$ cat src/hw/rtl/hcbd_pkg.sv
// Shared widths, word layouts and result type of the chunked body decoder.
package hcbd_pkg;

	localparam int unsigned SIZE_BITS   = 32;
	localparam int unsigned LENGTH_BITS = 32;
	localparam int unsigned BYTE_BITS   = 8;
	localparam int unsigned BLEN_BITS   = 32;

	// Output tdata: data_byte, body_length, overflow, padded to whole bytes.
	localparam int unsigned RES_BITS   = BYTE_BITS + BLEN_BITS + 1;
	localparam int unsigned M_DATA_BITS = ((RES_BITS + 7) / 8) * 8;

	typedef struct packed {
		logic                 restart;
		logic [BYTE_BITS-1:0] in_byte;
	} in_word_t;

	typedef struct packed {
		logic                 overflow;
		logic [BLEN_BITS-1:0] body_length;
		logic                 last;
		logic                 is_data;
		logic [BYTE_BITS-1:0] data_byte;
	} res_word_t;

endpackage

$ cat src/hw/rtl/hcbd_in_stage.sv
// Input register stage: holds one accepted word until the decoder takes it.
module hcbd_in_stage (
	input  logic               clk,
	input  logic               arst_n,
	input  logic               in_valid,
	output logic               in_ready,
	input  hcbd_pkg::in_word_t in_word,
	output logic               valid_s1,
	output hcbd_pkg::in_word_t word_s1,
	input  logic               take
);

	logic fire;

	assign in_ready = !valid_s1 || take;
	assign fire     = in_valid && in_ready;

	always_ff @(posedge clk or negedge arst_n) begin
		if (!arst_n) begin
			valid_s1 <= 1'b0;
		end else if (fire) begin
			valid_s1 <= 1'b1;
		end else if (take) begin
			valid_s1 <= 1'b0;
		end
	end

	always_ff @(posedge clk) begin
		if (fire) begin
			word_s1 <= in_word;
		end
	end

endmodule

$ cat src/hw/rtl/hcbd_core.sv
// Chunk framing state and per-byte decode: size line, data, trailer, end wait.
module hcbd_core (
	input  logic                clk,
	input  logic                arst_n,
	input  logic                step,
	input  hcbd_pkg::in_word_t  word,
	output logic                res_valid,
	output hcbd_pkg::res_word_t res
);

	localparam logic [2:0] PH_BLANK   = 3'd0;
	localparam logic [2:0] PH_LINE    = 3'd1;
	localparam logic [2:0] PH_DATA    = 3'd2;
	localparam logic [2:0] PH_TRAIL   = 3'd3;
	localparam logic [2:0] PH_ENDWAIT = 3'd4;
	localparam logic [2:0] PH_DONE    = 3'd5;

	localparam logic [7:0] CH_CR = 8'h0D;
	localparam logic [7:0] CH_LF = 8'h0A;
	localparam logic [1:0] SKIP_RELOAD = 2'd2;

	localparam int unsigned SB = hcbd_pkg::SIZE_BITS;
	localparam int unsigned LB = hcbd_pkg::LENGTH_BITS;

	logic [2:0]    phase_q, phase_n;
	logic [SB-1:0] chunk_q, chunk_n;
	logic          seen_q, seen_n;
	logic          closed_q, closed_n;
	logic          cr_q, cr_n;
	logic [1:0]    skip_q, skip_n;
	logic [LB-1:0] count_q, count_n;
	logic          ovf_q, ovf_n;

	logic [7:0] b;
	logic       b_blank;
	logic [4:0] hex;

	// Bit 4: byte is a hex digit; bits 3:0: its value.
	function automatic logic [4:0] hex_decode(input logic [7:0] c);
		logic [4:0] r;
		r = 5'd0;
		if (c >= 8'h30 && c <= 8'h39) begin
			r = {1'b1, 4'(c - 8'h30)};
		end else if (c >= 8'h61 && c <= 8'h66) begin
			r = {1'b1, 4'(c - 8'h57)};
		end else if (c >= 8'h41 && c <= 8'h46) begin
			r = {1'b1, 4'(c - 8'h37)};
		end
		return r;
	endfunction

	assign b       = word.in_byte;
	assign hex     = hex_decode(b);
	assign b_blank = (b == 8'h20) || (b >= 8'h09 && b <= 8'h0D);

	always_comb begin
		phase_n  = phase_q;
		chunk_n  = chunk_q;
		seen_n   = seen_q;
		closed_n = closed_q;
		cr_n     = cr_q;
		skip_n   = skip_q;
		count_n  = count_q;
		ovf_n    = ovf_q;
		if (word.restart) begin
			phase_n  = PH_BLANK;
			chunk_n  = '0;
			seen_n   = 1'b0;
			closed_n = 1'b0;
			cr_n     = 1'b0;
			skip_n   = '0;
			count_n  = '0;
			ovf_n    = 1'b0;
		end
		res_valid = 1'b0;
		res       = '0;

		unique case (phase_n)
			PH_BLANK, PH_LINE: begin
				if (cr_n && b == CH_LF) begin
					cr_n = 1'b0;
					if (!seen_n || chunk_n == '0) begin
						phase_n = PH_ENDWAIT;
						skip_n  = SKIP_RELOAD;
					end else begin
						phase_n = PH_DATA;
					end
				end else begin
					cr_n = (b == CH_CR);
					if (!(phase_n == PH_BLANK && b_blank)) begin
						phase_n = PH_LINE;
						if (!closed_n && hex[4]) begin
							seen_n = 1'b1;
							if (|chunk_n[SB-1 -: 4]) begin
								chunk_n = '1;
								ovf_n   = 1'b1;
							end else begin
								chunk_n = {chunk_n[SB-5:0], hex[3:0]};
							end
						end else begin
							closed_n = 1'b1;
						end
					end
				end
			end
			PH_DATA: begin
				if (count_n != '1) begin
					count_n = count_n + LB'(1);
				end
				res_valid       = 1'b1;
				res.data_byte   = b;
				res.is_data     = 1'b1;
				res.body_length = hcbd_pkg::BLEN_BITS'(count_n);
				res.overflow    = ovf_n;
				chunk_n         = chunk_n - SB'(1);
				if (chunk_n == '0) begin
					phase_n = PH_TRAIL;
					skip_n  = SKIP_RELOAD;
				end
			end
			PH_TRAIL: begin
				skip_n = skip_n - 2'd1;
				if (skip_n == '0) begin
					phase_n  = PH_BLANK;
					chunk_n  = '0;
					seen_n   = 1'b0;
					closed_n = 1'b0;
					cr_n     = 1'b0;
				end
			end
			PH_ENDWAIT: begin
				skip_n = skip_n - 2'd1;
				if (skip_n == '0) begin
					phase_n         = PH_DONE;
					res_valid       = 1'b1;
					res.last        = 1'b1;
					res.body_length = hcbd_pkg::BLEN_BITS'(count_n);
					res.overflow    = ovf_n;
				end
			end
			default: begin
			end
		endcase
	end

	always_ff @(posedge clk or negedge arst_n) begin
		if (!arst_n) begin
			phase_q  <= PH_BLANK;
			chunk_q  <= '0;
			seen_q   <= 1'b0;
			closed_q <= 1'b0;
			cr_q     <= 1'b0;
			skip_q   <= '0;
			count_q  <= '0;
			ovf_q    <= 1'b0;
		end else if (step) begin
			phase_q  <= phase_n;
			chunk_q  <= chunk_n;
			seen_q   <= seen_n;
			closed_q <= closed_n;
			cr_q     <= cr_n;
			skip_q   <= skip_n;
			count_q  <= count_n;
			ovf_q    <= ovf_n;
		end
	end

endmodule

$ cat src/hw/rtl/hcbd_out_stage.sv
// Result register: holds one result word until the sink takes it.
module hcbd_out_stage (
	input  logic                clk,
	input  logic                arst_n,
	input  logic                load,
	input  hcbd_pkg::res_word_t res,
	output logic                room,
	output logic                valid_s2,
	output hcbd_pkg::res_word_t word_s2,
	input  logic                out_ready
);

	assign room = !valid_s2 || out_ready;

	always_ff @(posedge clk or negedge arst_n) begin
		if (!arst_n) begin
			valid_s2 <= 1'b0;
		end else if (room) begin
			valid_s2 <= load;
		end
	end

	always_ff @(posedge clk) begin
		if (room && load) begin
			word_s2 <= res;
		end
	end

endmodule

$ cat src/hw/rtl/http_chunked_body_decoder.sv
// Top level of the HTTP chunked body decoder: input stage, decoder, result register.
//
//  channel   | dir | tdata (low bit up)                         | tuser    | tlast
//  s_axis    | in  | in_byte[7:0]                               | restart  | -
//  m_axis    | out | data_byte[7:0], body_length[39:8],         | is_data  | last
//            |     | overflow[40], zero pad[47:41]              |          |
//
// One word per cycle sustained while the sink keeps taking results; each accepted
// word is registered in the input register, then its result is loaded into the
// result register, which holds the result until the sink takes it.
// Reset clears the framing state to the start of a size line.
// A stalled sink holds the result register; the input register still takes a
// word while the result waits, and further words stall only when both are full.
module http_chunked_body_decoder (
	input  logic        clk,
	input  logic        arst_n,
	input  logic        s_axis_tvalid,
	output logic        s_axis_tready,
	input  logic [7:0]  s_axis_tdata,  // in_byte
	input  logic        s_axis_tuser,  // restart
	output logic        m_axis_tvalid,
	input  logic        m_axis_tready,
	output logic [hcbd_pkg::M_DATA_BITS-1:0] m_axis_tdata, // data_byte, body_length, overflow
	output logic        m_axis_tuser,  // is_data
	output logic        m_axis_tlast
);

	hcbd_pkg::in_word_t  in_word;
	hcbd_pkg::in_word_t  word_s1;
	hcbd_pkg::res_word_t res;
	hcbd_pkg::res_word_t word_s2;
	logic                valid_s1;
	logic                valid_s2;
	logic                room;
	logic                step;
	logic                res_valid;

	assign in_word.in_byte = s_axis_tdata;
	assign in_word.restart = s_axis_tuser;
	assign step            = valid_s1 && room;

	hcbd_in_stage u_in (
		.clk      (clk),
		.arst_n   (arst_n),
		.in_valid (s_axis_tvalid),
		.in_ready (s_axis_tready),
		.in_word  (in_word),
		.valid_s1 (valid_s1),
		.word_s1  (word_s1),
		.take     (step)
	);

	hcbd_core u_core (
		.clk       (clk),
		.arst_n    (arst_n),
		.step      (step),
		.word      (word_s1),
		.res_valid (res_valid),
		.res       (res)
	);

	hcbd_out_stage u_out (
		.clk       (clk),
		.arst_n    (arst_n),
		.load      (step && res_valid),
		.res       (res),
		.room      (room),
		.valid_s2  (valid_s2),
		.word_s2   (word_s2),
		.out_ready (m_axis_tready)
	);

	assign m_axis_tvalid = valid_s2;
	assign m_axis_tuser  = word_s2.is_data;
	assign m_axis_tlast  = word_s2.last;
	assign m_axis_tdata  = hcbd_pkg::M_DATA_BITS'({word_s2.overflow, word_s2.body_length,
		word_s2.data_byte});

endmodule

$ cat config.mk
export PLATFORM = sky130hd
export DESIGN_NAME = http_chunked_body_decoder
export DESIGN_NICKNAME = d
export VERILOG_FILES = /design/src/hw/rtl/hcbd_pkg.sv /design/src/hw/rtl/hcbd_in_stage.sv /design/src/hw/rtl/hcbd_core.sv /design/src/hw/rtl/hcbd_out_stage.sv /design/src/hw/rtl/http_chunked_body_decoder.sv
export SDC_FILE = /design/constraint.sdc
export NUM_CORES = 1
export LEC_CHECK = 0
export ABC_CLOCK_PERIOD_IN_PS = 4350
export BUFFER_PORTS_ARGS = -buffer_cell sky130_fd_sc_hd__buf_2
export CORE_MARGIN = 2
export CORE_UTILIZATION = 61
export DETAILED_ROUTE_END_ITERATION = 10
export PLACE_DENSITY = 0.88
export SYNTH_ARGS = -nofsm -noshare
export SYNTH_HDL_FRONTEND = slang
export SYNTH_HIERARCHICAL = 1
export SYNTH_SLANG_ARGS = --single-unit
$ cat constraint.sdc
create_clock -name clk -period 4.35 [get_ports clk]
set_input_delay 0.6525 -clock clk [delete_from_list [all_inputs] [get_ports clk]]
set_output_delay 0.6525 -clock clk [all_outputs]
set_load 0.1 [all_outputs]
# ---- After elaboration in Yosys (flattened, before gate mapping)
# Cells that the tools add are included.
dict set report classes {
  n_addsub 6
  magnitude_cmp 8
  n_eq_ne 8
  muxes 55
  n_reduce_logical 27
}
# op count
set ops {}
lappend ops {{2-to-1 mux 32 bit} 9}
lappend ops {{one-hot mux 32 bit (3 select lines)} 1}
lappend ops {{one-hot mux 33 bit (2 select lines)} 1}
lappend ops {{zero test 32 bit} 2}
lappend ops {{2-to-1 mux 34 bit} 1}
lappend ops {{adder 32 x 1 -> 32 bit (second input constant)} 1}
lappend ops {{inequality test 32 bit (second input constant)} 1}
lappend ops {{subtractor 32 x 1 -> 32 bit (second input constant)} 1}
lappend ops {{2-to-1 mux 1 bit} 22}
lappend ops {{2-to-1 mux 3 bit} 7}
lappend ops {{== test 8 x 4 -> 1 bit (second input constant)} 2}
lappend ops {{>= comparator 8 x 7 -> 1 bit (second input constant)} 2}
lappend ops {{<= comparator 8 x 7 -> 1 bit (second input constant)} 2}
lappend ops {{2-to-1 mux 5 bit} 3}
lappend ops {{one-hot mux 3 bit (4 select lines)} 1}
lappend ops {{logical AND 1 bit} 11}
lappend ops {{2-to-1 mux 9 bit} 1}
lappend ops {{== test 8 x 6 -> 1 bit (second input constant)} 1}
lappend ops {{>= comparator 8 x 4 -> 1 bit (second input constant)} 1}
lappend ops {{>= comparator 8 x 6 -> 1 bit (second input constant)} 1}
lappend ops {{<= comparator 8 x 4 -> 1 bit (second input constant)} 1}
lappend ops {{<= comparator 8 x 6 -> 1 bit (second input constant)} 1}
lappend ops {{2-to-1 mux 2 bit} 4}
lappend ops {{one-hot mux 1 bit (2 select lines)} 4}
lappend ops {{other kinds (14)} 23}
dict set report totals {
  ff_bits 127
  inputBits 13
  wordCells 121
}

# ---- Logic depth before layout (Yosys ltp)
# Gate-level depths: netlist (run 1).
dict set report logic_depth {
  ltp_word 10
  depth_mapped 16
  ltp_nobuf 12
}

# ---- Modules after synthesis
# Netlist (run 1), hierarchy kept.
# mod instances cells_each area_each_um2 seq_area_each_um2
set by_module_without_submodules {}
lappend by_module_without_submodules {hcbd_core 1 967 6851.6 1826.8}
lappend by_module_without_submodules {hcbd_out_stage 1 47 1345.0 1316.3}
lappend by_module_without_submodules {hcbd_in_stage 1 13 324.1 295.3}
lappend by_module_without_submodules {http_chunked_body_decoder 1 10 68.8 0.0}

# ---- Worst setup path before layout (run 1)
# No wires, ideal clock.
dict set report synth_path {
  path_kind {reg-to-reg}
  start {reg, netlist name u_in/word_s1[8]}
  end {reg, netlist name u_out/word_s2[41]}
  setup_time_ns 0.266
  t_arrival_ns 3.570
  required_ns 4.084
  path_slack_ns 0.514
  stages_incl_launch_ff 17
  n_path_buf 6
  period_less_slack_ns 3.836
  path_cell_list {edfxtp_1 buf_2 clkbuf_1 buf_2 buf_1 clkbuf_1 nor2b_1 ha_1 and4b_1 nand4_1 or3_1 clkbuf_1 o21ai_0 nor4_1 a21oi_1 o21ai_0 o31ai_1}
}

# ---- Worst setup path in the final report (run 1)
dict set report layout_path {
  start {reg, netlist name u_in/word_s1[8]}
  end {reg u_core.skip_q[1]}
}
dict set report layout_via {
  elab_chain_len 6
}
# element line_no
set layout_lines {}
lappend layout_lines {{branches (longest 5 deep; another with subtractor 32 x 1 -> 32 bit)} --}
lappend layout_lines {{one-hot mux 2 bit (3 select lines) *} hcbd_core.sv:78} ;# unique case (phase_n)
lappend layout_lines {{end signal, assigned} hcbd_core.sv:162} ;# skip_q <= skip_n;
lappend layout_lines {{end, declared} hcbd_core.sv:30} ;# logic [1:0] skip_q, skip_n;
# Mark *: on every way between the ends.
# A chain may end at the register's enable or synchronous reset.

==> results by group, run 1 <==
Run status
  • Result of the run: finished clean

STA
  • Hold slack final: around 350 ps
  • Normalized max-slew margin: 0.325
  • Peak Freq: about 270 MHz
  • Final critical delay including setup and external delays: roughly 3700 ps
  • Final count of negative-setup-slack endpoints: 0
  • Worst-margin pin slew: ~1000 ps
  • Total Negative Setup Slacks: 0 ps
  • Max Transition Viols Final: 0
  • RSZ-0062 raised after global routing: false
  • Count of final hold-check violations: 0
  • Worst Skew: 8.74 ps
  • Post-route fraction of the period consumed by the critical path: 0.851

Synthesis
  • Number of distinct standard cells referenced by the synthesized netlist: 78
  • Count leader, synth: sky130_fd_sc_hd__o21ai_0
  • Post-synth top flop: sky130_fd_sc_hd__dfrtp_1
  • Sequential element share of the synthesized area: 0.400
  • Number of synthesized flops with an enable pin: 52
  • Number of register bits inferred by synthesis: about 130
  • Avg Inst Size Synth: roughly 8.3 um2
  • Area fraction of the dominant cell type after synthesis: 0.218
  • Leading area contributor after synthesis: sky130_fd_sc_hd__dfrtp_1
  • Post-synth top cells: sky130_fd_sc_hd__o21ai_0 (127), sky130_fd_sc_hd__nand2_1 (111), sky130_fd_sc_hd__nor2_1 (99)
  • Total standard cell area after synthesis: 0.00859 mm2
  • Count of mapped cells out of synthesis: about 1000
  • Fraction of registers with async set or reset after synthesis: 0.591
  • Yosys synthesis warning count: 6
  • Cell types with the largest area share after synthesis: sky130_fd_sc_hd__dfrtp_1 (22%), sky130_fd_sc_hd__edfxtp_1 (18%), sky130_fd_sc_hd__o21ai_0 (7.4%)

Clock tree
  • Buffers inserted by post-CTS timing repair: 0
  • Clock Tree Buf Depth: 2
  • TritonCTS clock tree: built
  • Insertion delay of the later-clocked pin in the worst-skew pair: 440 ps
  • Clock H-tree levels: 4
  • Number of buffers inserted during clock tree synthesis: 17
  • Root Driver: sky130_fd_sc_hd__clkbuf_16
  • Count of hold-fix buffers inserted at cts: 0
  • Clk pin slew, worst setup/hold paths: roughly 60 ps
  • Clock sink count: 127
  • Post-cts repair resize count: 0

Global routing
  • Number of global-route vias before repair: between 7000 and 8000
  • Initial antenna violation count: 0
  • GR Overflow Total: 0
  • Total global routing track utilization: 0.325
  • Global-route wire length before repair: ~38 mm
  • Pin count of the biggest net entering global routing: between 80 and 90

Layout
  • Net count, final: 1071
  • Fill cell count: 1085
  • Area Growth Syn to Fin: 10.0%
  • Final core utilization: 0.683
  • Ant diodes: 0
  • Fraction of final layout cells sized beyond drive strength 1: 0.110

Routing
  • Number of optimization iterations in the first detailed-route pass: 7
  • Average via count per standard cell: around 6.9
  • Number of vias in the routed layout: around 8500
  • Final WL: between 20 and 25 mm
  • Antenna violation net count after detailed routing: 0
  • Number of DRC violations after detailed-routing iteration 0: 1192
  • DRC errors left: 0
  • Post-detailed-route wirelength per cell: 19.2 um

Flow run
  • MaxCap Viol Count: 0

Floorplan
  • Initial Util: 0.621
  • Count of pins on the block boundary: between 60 and 70
  • CORE AREA: 0.0138 mm2
  • Number of cell rows: 43
  • Die height: ~120 um
  • Die ar.: 0.0150 mm2
  • Chip width: between 100 and 150 um

Power
  • Total chip power: 3110 uW
  • Total power divided by cell area: roughly 330 mW/mm2
  • Worst-case vdd ir drop: approximately 0.31 mV
  • LEAKAGE: about 0.0037 uW

Worst setup path
  • Slowest Stage Delay on Critical Path: between 500 and 600 ps
  • Worst-path fanout max: 19
  • Most prevalent standard cell on the critical path: sky130_fd_sc_hd__nand2_1
  • CP Class: reg -> reg
  • Crit start category: register
  • Arr. time, crit path: ~4100 ps
  • Worst r2r path cells: 11
  • Data required, critical path: about 4700 ps
  • Cells along the critical path: clkinv_1 > buf_4 > nand2_1 > ha_1 > o211ai_1 > nor4_2 > nor3_1 > nand4b_1 > or4b_1 > or4_4 > nand2_1
  • Worst path slowest cell: sky130_fd_sc_hd__ha_1
  • Type of destination of the critical path: register

Hold path
  • HP Class: in -> async

Placed design
  • Routability cong.: ~1.0
  • Number of buffers inserted by port buffering: 57
  • Detail Placement HPWL: between 15 and 20 mm
layout by cell type, fill, tap and decap left out, types with 8 or more instances in the layout:
cell                        synthesis  final
sky130_fd_sc_hd__a31oi_1           17     17
sky130_fd_sc_hd__buf_4              7     15
sky130_fd_sc_hd__clkinv_1           2      8
sky130_fd_sc_hd__nor4_1            22     22
sky130_fd_sc_hd__buf_2              4     56
sky130_fd_sc_hd__a211oi_1           9      9
sky130_fd_sc_hd__nor2b_1           23     23
sky130_fd_sc_hd__nand4_1           12     12
sky130_fd_sc_hd__clkbuf_16          0     17
sky130_fd_sc_hd__nor2_1            99     99
sky130_fd_sc_hd__nor3_1            40     40
sky130_fd_sc_hd__nand2_1          111    111
sky130_fd_sc_hd__o211ai_1           9      9
sky130_fd_sc_hd__o31ai_1           10     10
sky130_fd_sc_hd__o21ai_0          127    127
sky130_fd_sc_hd__inv_1             34     34
sky130_fd_sc_hd__or3_1              9      9
sky130_fd_sc_hd__a221o_1           12     12
sky130_fd_sc_hd__mux2i_1           30     30
sky130_fd_sc_hd__and3_1            11     11
sky130_fd_sc_hd__edfxtp_1          52     52
sky130_fd_sc_hd__nand2b_1           8      8
sky130_fd_sc_hd__a21oi_1           47     47
sky130_fd_sc_hd__dfrtp_1           75     75
sky130_fd_sc_hd__and2_1            15     15
sky130_fd_sc_hd__nand3_1           33     33
sky130_fd_sc_hd__o22ai_1           18     18
sky130_fd_sc_hd__ha_1               9      9
metrics by stage:
| stage | cells | worst slack (ps) | instance area, um2 |
|---|---|---|---|
| 2_1_floorplan | 1043 | 514 | 8610 |
| 3_3_place_gp | 1210 | 890 | 8890 |
| 3_5_place_dp | 1210 | 738 | 8890 |
| 4_1_cts | 1242 | 702 | 9450 |
| 5_1_grt | 1242 | 378 | 9450 |
| 6_report | 1242 | 650 | 9450 |
metal layers:
metal | wire length, um | share of wire | global-route usage
met1 | 9290 | 0.39 | 0.410
met2 | 11500 | 0.48 | 0.523
met3 | 2280 | 0.096 | 0.0739
met4 | 811 | 0.034 | 0.163
met5 | 0 | 0 | 0
critical path, delay by kind of cell (launching register included):
family | cells | cell delay [ps]
simple gates | 7 | 1830
fa+ha+maj | 1 | 560
flops | 1 | 430
buf+inv | 2 | 420
compound gates | 1 | 390
flip-flops by register name, indices dropped and copies added, names as in the netlist, 2 cells and up:
signal and count:
u_out/word_s2 43, u_core/skip_q 2, u_core/chunk_q 32, u_core/count_q 32, u_core/phase_q 3, u_in/word_s1 9
final timing paths:
path                            slack [ps]                 end       startpoint
worst max-delay path                   650    u_core/skip_q[1]  u_in/word_s1[8]
worst min-delay path                   350  u_core/chunk_q[14]           arst_n
worst max register to register         650    u_core/skip_q[1]  u_in/word_s1[8]
worst min register to register         490        u_core/ovf_q     u_core/ovf_q
max in group asynchronous             3300  u_core/count_q[13]           arst_n
min in group clk                       390     u_in/word_s1[2]  s_axis_tdata[2]
where the power goes:
part	internal, uW	switching (uW)
Clock	827	529
Sequential	1270	39.4
Combinational	138	306
final cells by class:
cell class | count | area (um2) | share of cell area
clock buffer | 18 | 429 | 0.0454
multi-input combinational | 796 | 4700 | 0.498
clock inverter | 14 | 125 | 0.0132
tap | 180 | 225 | 0.0238
sequential | 127 | 3440 | 0.364
inverter | 36 | 135 | 0.0143
timing repair buffer | 71 | 393 | 0.0416
kinds of logic after synthesis:
group / count (synthesis) / synth area share
simple gates: 422 / 0.249
compound gates: 314 / 0.230
flops: 127 / 0.400
buf+inv: 120 / 0.0570
mux: 33 / 0.0389
xor+xnor: 11 / 0.0112
fa+ha+maj: 9 / 0.0131
other cells: 1 / 0.000437
No activity file was read; power rests on OpenSTA's default activity.
==> run 2, diff against run 1 <==
Settings changed: CTS_BUF_LIST from default to sky130_fd_sc_hd__clkbuf_16.
==> run 2 against run 1 <==
Sequential share of layout area unchanged. Sequential power about the same. Critical endpoint unchanged. Wire length increased by 0.21%. Critical path depth unchanged. First-iteration DRC count decreased by 0.17%. Highest routed layer unchanged. Critical path type unchanged.
==> results by group, run 2 (same netlist as run 1, synthesis figures left out) <==
Worst setup path
  • CP Class: reg -> reg
  • Type of destination of the critical path: register
  • Cells along the critical path: clkinv_1 > buf_4 > nand2_1 > ha_1 > o211ai_1 > nor4_2 > nor3_1 > nand4b_1 > or4b_1 > or4_4 > nand2_1
  • Cell class contributing the biggest share of worst-path delay: simple AND/OR/NAND/NOR gates
  • Worst path slowest cell: sky130_fd_sc_hd__ha_1
  • Arr. time, crit path: 4070 ps (about the same)
  • Register-to-register setup slack: 650 ps (about the same)
  • Crit start category: register
  • Most prevalent standard cell on the critical path: sky130_fd_sc_hd__nand2_1
  • Crit path buffers/inverters: 2 (unchanged)
  • Worst-path fanout max: 19 (unchanged)
  • Data required, critical path: 4720 ps (about the same)
  • Slowest Stage Delay on Critical Path: 560 ps (about the same)

STA
  • Post-route fraction of the period consumed by the critical path: 0.852 (+0.000975)
  • Count of final hold-check violations: 0 (unchanged)
  • Worst-margin pin slew: 1020 ps (+4.38 ps)
  • Peak Freq: 270 MHz (-0.11%)
  • Max Transition Viols Final: 0 (unchanged)
  • Worst Skew: 8.81 ps (+0.0758 ps)
  • Final count of negative-setup-slack endpoints: 0 (unchanged)
  • RSZ-0062 raised after global routing: false
  • Normalized max-slew margin: 0.322 (-0.00292)
  • Final critical delay including setup and external delays: 3700 ps (+4.24 ps)
  • Total Negative Setup Slacks: 0 ps (unchanged)

Routing
  • Antenna violation net count after detailed routing: 0 (unchanged)
  • Number of optimization iterations in the first detailed-route pass: 9 (+2)
  • Number of vias in the routed layout: 8528 (-0.12%)
  • Average via count per standard cell: 6.87 (-0.12%)
  • Number of DRC violations after detailed-routing iteration 0: 1190 (-0.17%)
  • Post-detailed-route wirelength per cell: 19.3 um (+0.21%)
  • DRC errors left: 0 (unchanged)
  • Final WL: 23.9 mm (+0.21%)

Clock tree
  • Root Driver: sky130_fd_sc_hd__clkbuf_16
  • Clock H-tree levels: 4 (unchanged)
  • Post-cts repair resize count: 0 (unchanged)
  • Count of hold-fix buffers inserted at cts: 0 (unchanged)
  • Clk pin slew, worst setup/hold paths: 60 ps (about the same)
  • Buffers inserted by post-CTS timing repair: 0 (unchanged)
  • Clock sink count: 127 (unchanged)
  • Insertion delay of the later-clocked pin in the worst-skew pair: 440 ps (about the same)
  • TritonCTS clock tree: built
  • Number of buffers inserted during clock tree synthesis: 17 (unchanged)
  • Clock Tree Buf Depth: 2 (unchanged)

Layout
  • Area Growth Syn to Fin: 10.0% (unchanged)
  • Final core utilization: 0.683 (unchanged)
  • Number of flip-flops in the largest register: 43 (unchanged)
  • Ant diodes: 0 (unchanged)
  • Most common cell after layout, fill and taps aside: sky130_fd_sc_hd__o21ai_0
  • Register containing the most flip-flops in the final layout: u_out/word_s2
  • Net count, final: 1071 (unchanged)
  • Top library cells by usage in the layout, fill and taps aside: sky130_fd_sc_hd__o21ai_0 (127), sky130_fd_sc_hd__nand2_1 (111), sky130_fd_sc_hd__nor2_1 (99)
  • Largest registers: u_out/word_s2 x43, u_core/chunk_q x32, u_core/count_q x32
  • Fraction of final layout cells sized beyond drive strength 1: 0.110 (unchanged)

Global routing
  • Number of global-route vias before repair: 7799 (unchanged)
  • Pin count of the biggest net entering global routing: 85 (unchanged)
  • GR Overflow Total: 0 (unchanged)
  • Total global routing track utilization: 0.325 (unchanged)
  • Initial antenna violation count: 0 (unchanged)
  • Global-route wire length before repair: 38.2 mm (unchanged)

Power
  • Total power divided by cell area: 328 mW/mm2 (-0.18%)
  • LEAKAGE: 0.00372 uW (+0.11%)
  • Worst-case vdd ir drop: 0.308 mV (-0.63%)

Hold path
  • HP Class: in -> async

Flow run
  • MaxCap Viol Count: 0 (unchanged)

Floorplan
  • Die ar.: 0.0150 mm2 (unchanged)
  • Chip width: 123 um (unchanged)
  • CORE AREA: 0.0138 mm2 (unchanged)
  • Die height: 123 um (unchanged)
  • Initial Util: 0.621 (unchanged)
  • Count of pins on the block boundary: 65 (unchanged)
  • Number of cell rows: 43 (unchanged)

Placed design
  • Number of buffers inserted by port buffering: 57 (unchanged)
  • Detail Placement HPWL: 15.4 mm (unchanged)
  • Routability cong.: 1.00 (unchanged)

Run status
  • Result of the run: finished clean
## run 2: metrics by stage
| step | total power (uW) | hold WS [ps] | worst slack [ps] | cells | cell area (um2) |
|---|---|---|---|---|---|
| 5_1_grt | 3200 | 380 | 378 | 1242 | 9450 |
| 2_1_floorplan | 1650 | 357 | 514 | 1043 | 8610 |
| 3_3_place_gp | 1750 | 473 | 890 | 1210 | 8890 |
| 3_5_place_dp | 1750 | 475 | 738 | 1210 | 8890 |
| 6_report | 3100 | 352 | 646 | 1242 | 9450 |
| 4_1_cts | 3100 | 386 | 702 | 1242 | 9450 |
## run 2: per-layer routing
layer	vias up	track usage	share of wire	wire, um
met2	577	0.523	0.48	11500
met4	0	0.163	0.033	788
met5	-	0	0	0
li1	3864	-	-	-
met3	103	0.0739	0.097	2320
met1	3984	0.410	0.39	9330
## run 2: final cells by class
cell class | count | area [um2]
Clock buffer | 17 | 425
Clock inverter | 15 | 129
Tap cell | 180 | 225
Fill cell | 1085 | 4380
Inverter | 36 | 135
Sequential cell | 127 | 3440
Timing Repair Buffer | 71 | 393
Multi-Input combinational cell | 796 | 4700
## run 2: final timing paths
| kind | from | endpoint | cells past startpoint |
|---|---|---|---|
| max in group asynchronous | arst_n | u_core/count_q[13] | 1 |
| min reg2reg | u_core/ovf_q | u_core/ovf_q | 1 |
| min | arst_n | u_core/chunk_q[14] | 1 |
| max | u_in/word_s1[8] | u_core/skip_q[1] | 11 |
| max reg2reg | u_in/word_s1[8] | u_core/skip_q[1] | 11 |
| min in group clk | s_axis_tdata[2] | u_in/word_s1[2] | 1 |
## run 2: report_power, final
group	internal (uW)	switching (uW)
clock	825	526
sequential	1270	39.3
combinational	139	306
## run 2: worst register-to-register path: stages (launching register included)
cell and delay [ps]:
sky130_fd_sc_hd__edfxtp_1 430, sky130_fd_sc_hd__clkinv_1 180, sky130_fd_sc_hd__buf_4 250, sky130_fd_sc_hd__nand2_1 140
sky130_fd_sc_hd__ha_1 560, sky130_fd_sc_hd__o211ai_1 380, sky130_fd_sc_hd__nor4_2 300, sky130_fd_sc_hd__nor3_1 80
sky130_fd_sc_hd__nand4b_1 190, sky130_fd_sc_hd__or4b_1 520, sky130_fd_sc_hd__or4_4 540, sky130_fd_sc_hd__nand2_1 80
==> run 3, diff against run 2 <==
Settings changed: SYNTH_HIERARCHICAL 1 to default.
==> run 3 against run 2 <==
Largest power group unchanged. Total power increased by 9.3%. Final area increased by 0.57%. Core utilization grew 0.12 points. Critical path type unchanged. Final cell count fell by 1.9%.
==> results by group, run 3 <==
Run status
  • Result of the run: finished clean

STA
  • Post-route fraction of the period consumed by the critical path: 0.834 (-0.0179)
  • Peak Freq: 276 MHz (+2.1%)
  • Worst-margin pin slew: 990 ps (-27.9 ps)
  • Worst Skew: 6.48 ps (-2.33 ps)
  • Total Negative Setup Slacks: 0 ps (unchanged)
  • RSZ-0062 raised after global routing: false
  • Final count of negative-setup-slack endpoints: 0 (unchanged)
  • Normalized max-slew margin: 0.340 (+0.0186)
  • Count of final hold-check violations: 0 (unchanged)
  • Final critical delay including setup and external delays: 3630 ps (-77.9 ps)
  • Max Transition Viols Final: 0 (unchanged)

Routing
  • Number of DRC violations after detailed-routing iteration 0: 1271 (+6.8%)
  • DRC errors left: 0 (unchanged)
  • Number of optimization iterations in the first detailed-route pass: 7 (-2)
  • Number of vias in the routed layout: 8238 (-3.4%)
  • Final WL: 23.1 mm (-3.6%)
  • Average via count per standard cell: 6.76 (-1.6%)
  • Antenna violation net count after detailed routing: 0 (unchanged)
  • Post-detailed-route wirelength per cell: 18.9 um (-1.8%)

Worst setup path
  • Register-to-register setup slack: 720 ps (+80 ps)
  • Crit start category: register
  • Data required, critical path: 4530 ps (-190 ps)
  • Worst-path fanout max: 110 (+91)
  • Worst reg2reg startpoint: u_in.word_s1[8]
  • Type of destination of the critical path: register
  • Startpoint of the most critical setup path: u_in.word_s1[8]
  • Arr. time, crit path: 3810 ps (-260 ps)
  • CP Class: reg -> reg

Layout
  • Register containing the most flip-flops in the final layout: u_out.word_s2
  • Ant diodes: 0 (unchanged)
  • Net count, final: 1047 (-2.2%)
  • Number of flip-flops in the largest register: 43 (unchanged)
  • Most common cell after layout, fill and taps aside: sky130_fd_sc_hd__o21ai_0
  • Area Growth Syn to Fin: 9.44%
  • Top library cells by usage in the layout, fill and taps aside: sky130_fd_sc_hd__o21ai_0 (125), sky130_fd_sc_hd__nand2_1 (122), sky130_fd_sc_hd__a21oi_1 (78)
  • Largest registers: u_out.word_s2 x43, u_core.chunk_q x32, u_core.count_q x32
  • Fraction of final layout cells sized beyond drive strength 1: 0.136 (+0.0255)

Synthesis
  • Number of synthesized flops with an enable pin: 52 (unchanged)
  • Count of mapped cells out of synthesis: 1019 (-1.7%)
  • Fraction of registers with async set or reset after synthesis: 0.591 (unchanged)
  • Avg Inst Size Synth: 8.52 um2 (+2.9%)
  • Total standard cell area after synthesis: 0.00868 mm2 (+1.1%)
  • Sequential element share of the synthesized area: 0.396 (-0.00433)
  • Area fraction of the dominant cell type after synthesis: 0.216 (-0.00236)
  • Post-synth top flop: sky130_fd_sc_hd__dfrtp_1
  • Number of register bits inferred by synthesis: 127 (unchanged)
  • Leading area contributor after synthesis: sky130_fd_sc_hd__dfrtp_1
  • Post-synth top cells: sky130_fd_sc_hd__o21ai_0 (126), sky130_fd_sc_hd__nand2_1 (123), sky130_fd_sc_hd__a21oi_1 (78)
  • Yosys synthesis warning count: 0 (-6)
  • Cell types with the largest area share after synthesis: sky130_fd_sc_hd__dfrtp_1 (22%), sky130_fd_sc_hd__edfxtp_1 (18%), sky130_fd_sc_hd__o21ai_0 (7.3%)
  • Count leader, synth: sky130_fd_sc_hd__o21ai_0
  • Number of distinct standard cells referenced by the synthesized netlist: 89 (+14%)

Clock tree
  • Clock H-tree levels: 4 (unchanged)
  • Count of hold-fix buffers inserted at cts: 0 (unchanged)
  • Buffers inserted by post-CTS timing repair: 0 (unchanged)
  • Post-cts repair resize count: 0 (unchanged)
  • Root Driver: sky130_fd_sc_hd__clkbuf_16
  • Clock Tree Buf Depth: 2 (unchanged)
  • Number of buffers inserted during clock tree synthesis: 17 (unchanged)
  • Clock sink count: 127 (unchanged)
  • Insertion delay of the later-clocked pin in the worst-skew pair: 430 ps (about the same)
  • TritonCTS clock tree: built
  • Clk pin slew, worst setup/hold paths: 60 ps (about the same)

Global routing
  • Total global routing track utilization: 0.312 (-0.0126)
  • Global-route wire length before repair: 37.4 mm (-2.1%)
  • Pin count of the biggest net entering global routing: 111 (+31%)
  • Initial antenna violation count: 1 (+1)
  • Number of global-route vias before repair: 7305 (-6.3%)
  • GR Overflow Total: 0 (unchanged)

Power
  • LEAKAGE: 0.00360 uW (-3.3%)
  • Total power divided by cell area: 357 mW/mm2 (+8.6%)
  • Worst-case vdd ir drop: 0.310 mV (+0.78%)
  • Total chip power: 3390 uW (+9.3%)

Floorplan
  • Count of pins on the block boundary: 65 (unchanged)
  • Die height: 123 um (+0.53%)
  • Initial Util: 0.626 (+0.00435)
  • Number of cell rows: 43 (unchanged)
  • Chip width: 123 um (+0.53%)
  • CORE AREA: 0.0139 mm2 (+0.39%)
  • Die ar.: 0.0152 mm2 (+1.1%)

Hold path
  • HP Class: in -> async

Flow run
  • MaxCap Viol Count: 0 (unchanged)

Placed design
  • Number of buffers inserted by port buffering: 57 (unchanged)
  • Routability cong.: 0.929 (-7.0%)
  • Detail Placement HPWL: 14.4 mm (-6.0%)
## run 3: changes by cell type in the layout (fill, tap and decap cells not counted), moves of 9 or more
cell                      delta
sky130_fd_sc_hd__a21oi_1    +31
sky130_fd_sc_hd__inv_1      -20
sky130_fd_sc_hd__nand2_1    +11
sky130_fd_sc_hd__nor2_1     -30
sky130_fd_sc_hd__nor3_1      -9
sky130_fd_sc_hd__o21ai_1     +9
sky130_fd_sc_hd__o22ai_1    -10
## run 3: worst paths after layout
check	cells after the start	endpoint
worst max register to register	11	u_out.word_s2[28]
worst min-delay path	1	u_core.chunk_q[14]
max in group asynchronous	1	u_core.count_q[17]
min in group clk	1	u_in.word_s1[4]
worst min register to register	2	u_core.ovf_q
worst max-delay path	11	u_out.word_s2[28]
## run 3: layer usage
metal	wire, um	global-route usage
met1	9760	0.448
met3	2350	0.0706
met2	10500	0.471
met4	442	0.0980
met5	0	0
## run 3: power by group
group	leakage (uW)	total, uW	switching, uW	internal, uW
clock	0.000318	1580	576	1000
sequential	0.00142	1330	56.3	1270
combinational	0.00186	481	320	162
total	0.00360	3390	952	2440
## run 3: critical path: stages, from the launching register on
cell,delay [ps]
sky130_fd_sc_hd__edfxtp_1,390
sky130_fd_sc_hd__buf_12,320
sky130_fd_sc_hd__nor2b_1,170
sky130_fd_sc_hd__ha_1,280
sky130_fd_sc_hd__nand4b_1,170
sky130_fd_sc_hd__nor3_1,90
sky130_fd_sc_hd__and4_1,360
sky130_fd_sc_hd__nor3_1,550
sky130_fd_sc_hd__nand4_1,280
sky130_fd_sc_hd__nor2_1,240
sky130_fd_sc_hd__a31oi_1,120
sky130_fd_sc_hd__mux2_2,270
## run 3: final cells by class
type | count | area (um2)
clock buffer | 18 | 450
clock inverter | 14 | 201
fill | 1076 | 4380
inverter | 16 | 60.1
multi-input combinational | 789 | 4690
sequential | 127 | 3440
tap | 180 | 225
timing repair buffer | 75 | 435
## run 3: logic make-up (layout without fill, tap and decap cells)
| kind of cell | count (synthesis) | after routing | synth area share |
|---|---|---|---|
| buffers and inverters | 109 | 123 | 0.0683 |
| AO/OA/AOI/OAI | 319 | 319 | 0.222 |
| XOR/XNOR | 13 | 13 | 0.0131 |
| AND/OR/NAND/NOR | 406 | 406 | 0.246 |
| adder cells (fa/ha/maj) | 8 | 8 | 0.0115 |
| flip-flops | 127 | 127 | 0.396 |
| other | 1 | 7 | 0.000432 |
| multiplexers | 36 | 36 | 0.0424 |
## run 3: stage by stage
step	instance area [um2]	setup slack (ps)	std cells	utilization	hold slack, ps
finish	9500	723	1219	0.685	372
global route	9500	515	1219	0.685	386
CTS	9500	860	1219	0.685	389
detailed placement	8850	863	1187	0.638	475
global placement	8850	973	1187	0.638	457
floorplan	8710	433	1025	-	357
